[src/hw/rtl/rfc_pkg.sv]
package rfc_pkg;

  localparam int unsigned POS_W = 9;
  localparam logic [POS_W-1:0] POS_MAX = 9'd511;
  localparam logic [POS_W-1:0] FRAME_OVERHEAD = 9'd7;
  localparam logic [16:0] CHECK_BASE = 17'h10000;

  localparam logic [7:0] START_MARKER_RESET = 8'd221;
  localparam logic [7:0] END_MARKER_RESET = 8'd119;

  typedef enum logic {
    REG_START_MARKER = 1'b0,
    REG_END_MARKER   = 1'b1
  } cfg_reg_t;

  typedef enum logic {
    KIND_DATA    = 1'b0,
    KIND_VERDICT = 1'b1
  } item_kind_t;

  typedef struct packed {
    item_kind_t item_kind;
    logic [7:0] payload_byte;
    logic [7:0] payload_index;
    logic       frame_good;
    logic [7:0] reply_command;
    logic [7:0] reply_status;
    logic [7:0] payload_length;
  } result_t;

endpackage

[src/hw/rtl/rfc_parse.sv]
module rfc_parse
  import rfc_pkg::*;
(
  input  logic       clk,
  input  logic       rst,
  input  logic [7:0] start_marker,
  input  logic [7:0] end_marker,
  input  logic       step,
  input  logic [7:0] rx_byte,
  input  logic       buffer_last,
  output logic       res_valid,
  output result_t    res
);

  logic [POS_W-1:0] byte_position, byte_position_next;
  logic             opening_ok, opening_ok_next;
  logic [7:0]       saved_command, saved_command_next;
  logic [7:0]       saved_status, saved_status_next;
  logic [7:0]       saved_length, saved_length_next;
  logic [15:0]      running_sum, running_sum_next;
  logic [15:0]      received_check, received_check_next;

  logic             opening_cur;
  logic [7:0]       command_cur, status_cur, length_cur;
  logic [15:0]      sum_cur, sum_add, expected;
  logic             in_data, good;

  assign sum_add = running_sum + {8'd0, rx_byte};

  always_comb begin
    opening_cur = opening_ok;
    command_cur = saved_command;
    status_cur  = saved_status;
    length_cur  = saved_length;
    sum_cur     = running_sum;
    in_data     = 1'b0;
    if (byte_position == 9'd0) begin
      opening_cur = (rx_byte == start_marker);
    end else if (byte_position == 9'd1) begin
      command_cur = rx_byte;
    end else if (byte_position == 9'd2) begin
      status_cur = rx_byte;
      sum_cur    = sum_add;
    end else if (byte_position == 9'd3) begin
      length_cur = rx_byte;
      sum_cur    = sum_add;
    end else if (byte_position <= {1'b0, saved_length} + 9'd3) begin
      in_data = 1'b1;
      sum_cur = sum_add;
    end

    expected = 16'(CHECK_BASE - {1'b0, sum_cur});
    // total = position + 1, so the length checks are done on position
    good = opening_cur && (rx_byte == end_marker) && (byte_position < POS_MAX)
           && (byte_position >= FRAME_OVERHEAD - 9'd1)
           && (byte_position == {1'b0, length_cur} + FRAME_OVERHEAD - 9'd1)
           && (received_check == expected);

    res       = '0;
    res_valid = 1'b0;
    if (buffer_last) begin
      res_valid          = 1'b1;
      res.item_kind      = KIND_VERDICT;
      res.frame_good     = good;
      res.reply_command  = command_cur;
      res.reply_status   = status_cur;
      res.payload_length = length_cur;
    end else if (in_data) begin
      res_valid         = 1'b1;
      res.item_kind     = KIND_DATA;
      res.payload_byte  = rx_byte;
      res.payload_index = 8'(byte_position - 9'd4);
    end

    if (buffer_last) begin
      byte_position_next  = '0;
      opening_ok_next     = 1'b0;
      saved_command_next  = '0;
      saved_status_next   = '0;
      saved_length_next   = '0;
      running_sum_next    = '0;
      received_check_next = '0;
    end else begin
      byte_position_next  = (byte_position == POS_MAX) ? byte_position
                                                       : byte_position + 9'd1;
      opening_ok_next     = opening_cur;
      saved_command_next  = command_cur;
      saved_status_next   = status_cur;
      saved_length_next   = length_cur;
      running_sum_next    = sum_cur;
      received_check_next = {received_check[7:0], rx_byte};
    end
  end

  always_ff @(posedge clk) begin
    if (rst) begin
      byte_position  <= '0;
      opening_ok     <= 1'b0;
      saved_command  <= '0;
      saved_status   <= '0;
      saved_length   <= '0;
      running_sum    <= '0;
      received_check <= '0;
    end else if (step) begin
      byte_position  <= byte_position_next;
      opening_ok     <= opening_ok_next;
      saved_command  <= saved_command_next;
      saved_status   <= saved_status_next;
      saved_length   <= saved_length_next;
      running_sum    <= running_sum_next;
      received_check <= received_check_next;
    end
  end

endmodule

[config.mk]
export PLATFORM = sky130hd
export DESIGN_NAME = rfc_parse
export DESIGN_NICKNAME = d
export VERILOG_FILES = /design/src/hw/rtl/rfc_pkg.sv /design/src/hw/rtl/rfc_parse.sv
export SDC_FILE = /design/constraint.sdc
export NUM_CORES = 1
export LEC_CHECK = 0
export BUFFER_PORTS_ARGS = -buffer_cell sky130_fd_sc_hd__buf_2
export CAP_MARGIN = 5
export CELL_PAD_IN_SITES_DETAIL_PLACEMENT = 0
export CELL_PAD_IN_SITES_GLOBAL_PLACEMENT = 1
export CORE_MARGIN = 10
export CORE_UTILIZATION = 35
export DETAILED_ROUTE_END_ITERATION = 8
export PLACE_DENSITY = 0.71
export SKIP_CTS_REPAIR_TIMING = 1
export SYNTH_ARGS = -nofsm -noshare
export SYNTH_HDL_FRONTEND = slang
export SYNTH_SLANG_ARGS = --single-unit
[constraint.sdc]
create_clock -name clk -period 6.77 [get_ports clk]
set_input_delay 0.677 -clock clk [delete_from_list [all_inputs] [get_ports clk]]
set_output_delay 0.677 -clock clk [all_outputs]
set_load 0.01 [all_outputs]
# == After elaboration in Yosys (flattened, before gate mapping) ==
# Index checks and enable logic that the tools add are counted.
# Widths: inputs -> output; s select.
# word_totals
input_bits,28
ff_bits,66
out_inout_bits,43
# classes
n_mux,34
reduce_logical,7
n_addsub,7
eq_ne,9
order_cmp,3
# op_table
operator,n
$mux 16,9
$mux 8,12
$mux 25,1
$eq 9x2->1 const B,2
$mux 9,2
$add 16x8->16,1
$eq 16x16->1,1
$eq 8x8->1,2
$sub 1x16->16 const A,1
$mux 1,10
$add 8x2->9 const B,1
$add 8x3->9 const B,1
$add 9x1->9 const B,1
$eq 9x1->1 const B,1
$eq 9x9->1,1
$eq 9x9->1 const B,1
$ge 9x3->1 const B,1
$le 9x9->1,1
$logic_not 9->1,1
$lt 9x9->1 const B,1
$sub 9x1->9 const B,1
$sub 8x3->8 const B,1
$logic_and 1x1->1,5
$ne 2x2->1 const B,1
$reduce_and 2->1,1

# == Depth between registers and ports, before layout ==
# depth
word_depth,11
ltp_mapped,21
depth_no_buf,20

# == Worst setup path after synthesis ==
# Ideal clock, no wire load.
# synth_timing
path_type,register to output
startpoint,register saved_length[0]
endpoint,output port res[24] (netlist bit)
setup_slack_ns,1.140
n_path_buf,1
path_stages_with_launch,22
arrival_time_ns,4.953
path_cell_list,dfxtp_1 -> inv_1 -> ha_1 -> nor3_1 -> nand3_1 -> ha_1 -> and4_4 -> and3b_1 -> a2111o_1 -> a21oi_4 -> buf_6 -> mux2i_1 -> ha_1 -> xnor2_1 -> nand4_1 -> nor3_1 -> nand3_1 -> a2111oi_2 -> nand4_1 -> a2111oi_2 -> nand4b_1 -> a2111oi_2
# synth_rtl
element,line,source
from (decl),rfc_parse.sv:19,"logic [7:0] saved_length, saved_length_next;"
from (signal assigned),rfc_parse.sv:109,saved_length <= saved_length_next;
to (decl),rfc_parse.sv:12,output result_t res

==> flow_metrics.py <==
metrics = {
    "run_status": {
        "status": "finished, final reports clean",
    },
    "floorplan": {
        "fp-row-count": 46,
        "start_util": 0.355,
        "fp.dieH_um": 146,
        "die_w_um": 146,
        "core_area_mm2": 0.0158,
        "dieArea_mm2": 0.0214,
        "io_pins": 71,
    },
    "sta": {
        "worst_pin_slew_ns": 1.16,
        "period_needed_ns": 6.23,
        "fin_crit_sh": 0.920,
        "setup_tns_ns": 0,
        "max_freq_mhz": 161,
        "rsz0062_at_grt": "no",
        "skew_ns": 0.00758,
        "finalSetupViolations": 0,
        "drv_slew": 0,
        "relSlewSlack": 0.222,
        "hold_violations": 0,
    },
    "drt": {
        "ant_nets": 0,
        "vias": 5358,
        "wire_per_inst_um": 18.4,
        "drc": 0,
        "first_iter_violations": 432,
        "dr.pass1.iters": 4,
        "vias_per_cell": 5.46,
        "wl_um": 18000,
    },
    "clocking": {
        "cts_max_path_buffers": 2,
        "clk_latency_ns": 0.34,
        "cts_max_level": 3,
        "cts.sinks": 66,
        "cts_tree": "yes",
        "root_buffer": "clkbuf_16",
        "cts_made_buffers": 9,
        "clkTransAtPathRegs_ns": 0.06,
    },
    "logic_synthesis": {
        "yosys_warnings": 0,
        "synthCells": 711,
        "synth_fp_nets": 769,
        "synthFlopType": "dfxtp_1",
        "syn_area_mm2": 0.00560,
        "ys_types": 71,
        "seq_area_frac_synth": 0.236,
        "yosys_register_bits": 66,
        "synth_edf_count": 0,
        "syn_avg_cell_area_um2": 7.87,
        "ys_async_sr_fraction": 0,
    },
    "critical_path": {
        "cpMaxStageDelayCell": "dfxtp_1",
        "required_ns": 6.09,
        "cp-end-kind": "output pin",
        "regToRegEndpoint": "running_sum[14]$_SDFFE_PP0P_",
        "path_cells": "inv_1 -> ha_1 -> nor3_2 -> nand3_1 -> ha_1 -> and4_4 -> and3b_1 -> a2111o_1 -> a21oi_4 -> mux2i_2 -> ha_1 -> xnor2_1 -> nand4_1 -> nor3_1 -> nand3_1 -> a2111oi_2 -> nand4_1 -> a2111oi_2 -> nand4b_1 -> a2111oi_2 -> buf_2",
        "critical_path.max_fanout": 5,
        "max_stage_delay_ns": 0.39,
        "worstSetupPathType": "register to output pin",
        "worstReg2RegStart": "saved_length[0]$_SDFFE_PP0P_",
        "ff2ff_setup_slack_ns": 3.18,
        "worstSetupStartpointType": "register",
        "r2r_cells": 13,
        "worstPathArrival_ns": 5.55,
    },
    "power_and_ir_drop": {
        "pwr-share-clk": 0.475,
        "ir_drop_mv": 0.102,
        "p_sw_frac": 0.282,
        "power_frac_comb": 0.165,
        "powerDensity_mw_per_mm2": 172,
        "p_seq_frac": 0.360,
        "power_mw": 1.11,
        "power.leakage_nw": 2.74,
        "power.internal_uw": 796,
        "switchingPower_uw": 312,
    },
    "global_route": {
        "grt-ovfl-total": 0,
        "grt_use_total": 0.165,
        "grt_max_degree": 55,
        "grt_first_pass_wirelength_um": 28800,
        "antenna_found_initial": 0,
        "grt_pass1_vias": 5352,
    },
    "job": {
        "max-cap-violations": 0,
    },
    "finish": {
        "nNetsFinal": 818,
        "syn2layout_area_growth_pct": 14.9,
        "layout_common_cells": "nor2_1, buf_2, dfxtp_1",
        "mostFrequentLayoutCell": "nor2_1",
        "antenna_cells": 0,
        "design_area_mm2": 0.00643,
        "drive_above_1_share": 0.163,
    },
    "hold_path": {
        "hp-class": "register to register",
        "hold_start": "saved_status[7]$_SDFFE_PP0P_",
        "min_delay_path_depth": 2,
        "hold-path-endpoint": "saved_status[7]$_SDFFE_PP0P_",
    },
    "place": {
        "place_area_mm2": 0.00607,
        "port-buffer-count": 70,
        "gp_congestion": 0.887,
        "hpwl_um": 13200,
    },
}
==> registers in the layout, indices dropped and copies added, names as in the netlist <==
signal and flops:
saved_length 8, running_sum 16, saved_status 8, opening_ok 1, byte_position 9, received_check 16
saved_command 8
==> layout make-up <==
type                       count  area [µm²]
clock buffer                  10         239
fill                        1708        9340
inverter                      16        60.1
sequential                    66        1320
timing repair buffer          79         418
clock inverter                 6        88.8
multi-input combinational    588        4030
tap                          216         270
==> metal layers <==
metal | wire (µm) | share of wire | GRT usage | vias to the layer above
met5 | 0 | 0 | 0 | -
met4 | 393 | 0.022 | 0.0686 | 0
met3 | 958 | 0.053 | 0.0343 | 20
met2 | 8240 | 0.46 | 0.263 | 128
met1 | 8440 | 0.47 | 0.212 | 2572
li1 | - | - | - | 2638
==> through the flow <==
step | utilization | instances | worst slack [ns] | hold slack [ns]
detailed placement | 0.385 | 963 | 0.674 | 0.486
global route | 0.408 | 981 | 0.0466 | 0.533
finish | 0.408 | 981 | 0.544 | 0.488
global placement | 0.385 | 963 | 0.836 | 0.470
floorplan | - | 711 | 1.14 | 0.454
CTS | 0.406 | 979 | 0.269 | 0.499
==> worst max-delay path by stage <==
stage / startpoint / end / slack, ns
finish: saved_length[0]$_SDFFE_PP0P_ / res[24] / 0.54
global route: saved_length[0]$_SDFFE_PP0P_ / res[24] / 0.05
CTS: saved_length[0]$_SDFFE_PP0P_ / res[24] / 0.27
detailed placement: saved_length[0]$_SDFFE_PP0P_ / res[24] / 0.67
global placement: saved_length[0]$_SDFFE_PP0P_ / res[24] / 0.84
floorplan: saved_length[0]$_SDFFE_PP0P_ / res[24] / 1.14
==> power by group through the flow <==
stage	Combinational (mW)	Clock [mW]	Sequential, mW
6_report	0.183	0.527	0.398
5_1_grt	0.201	0.554	0.399
4_1_cts	0.181	0.536	0.398
3_5_place_dp	0.181	0	0.407
3_3_place_gp	0.177	0	0.407
2_1_floorplan	0.130	0	0.405
==> critical path: cells and delay by family (launching register included) <==
family	cells	cell delay [ns]
adder cells (fa/ha/maj)	3	0.86
AO/OA/AOI/OAI	5	1.70
multiplexers	1	0.31
flip-flops	1	0.39
AND/OR/NAND/NOR	9	1.51
buffers and inverters	2	0.28
XOR/XNOR	1	0.14
==> cells by family after synthesis <==
family,after synthesis,share of synthesized area
fa+ha+maj,30,0.0684
flops,66,0.236
simple gates,288,0.250
xor+xnor,76,0.121
compound gates,147,0.190
buf+inv,57,0.0463
mux,47,0.0872
==> Yosys cell counts, drive strengths merged (4+ instances only) <==
| library cell | number | area, µm² |
|---|---|---|
| a21o | 11 | 82.6 |
| buf | 12 | 90.1 |
| o21ai | 23 | 115 |
| xor2 | 18 | 158 |
| or2 | 5 | 31.3 |
| nand2 | 30 | 113 |
| nor4 | 4 | 25.0 |
| a2111oi | 5 | 75.1 |
| or3 | 4 | 25.0 |
| or4 | 4 | 30.0 |
| and2 | 14 | 87.6 |
| nand3 | 26 | 130 |
| and4 | 4 | 37.5 |
| inv | 15 | 56.3 |
| a21oi | 32 | 171 |
| xnor2 | 57 | 499 |
| a32oi | 4 | 35.0 |
| mux2i | 42 | 420 |
| clkbuf | 29 | 109 |
| a22oi | 31 | 233 |
| nor2 | 140 | 528 |
| o211ai | 5 | 37.5 |
| dfxtp | 66 | 1320 |
| mux2 | 5 | 67.6 |
| nor3 | 19 | 111 |
| and3 | 14 | 87.6 |
| a211o | 6 | 52.6 |
| nand4 | 10 | 62.6 |
| a211oi | 4 | 35.0 |
| ha | 29 | 363 |
Power figures use the tool's default switching activity.
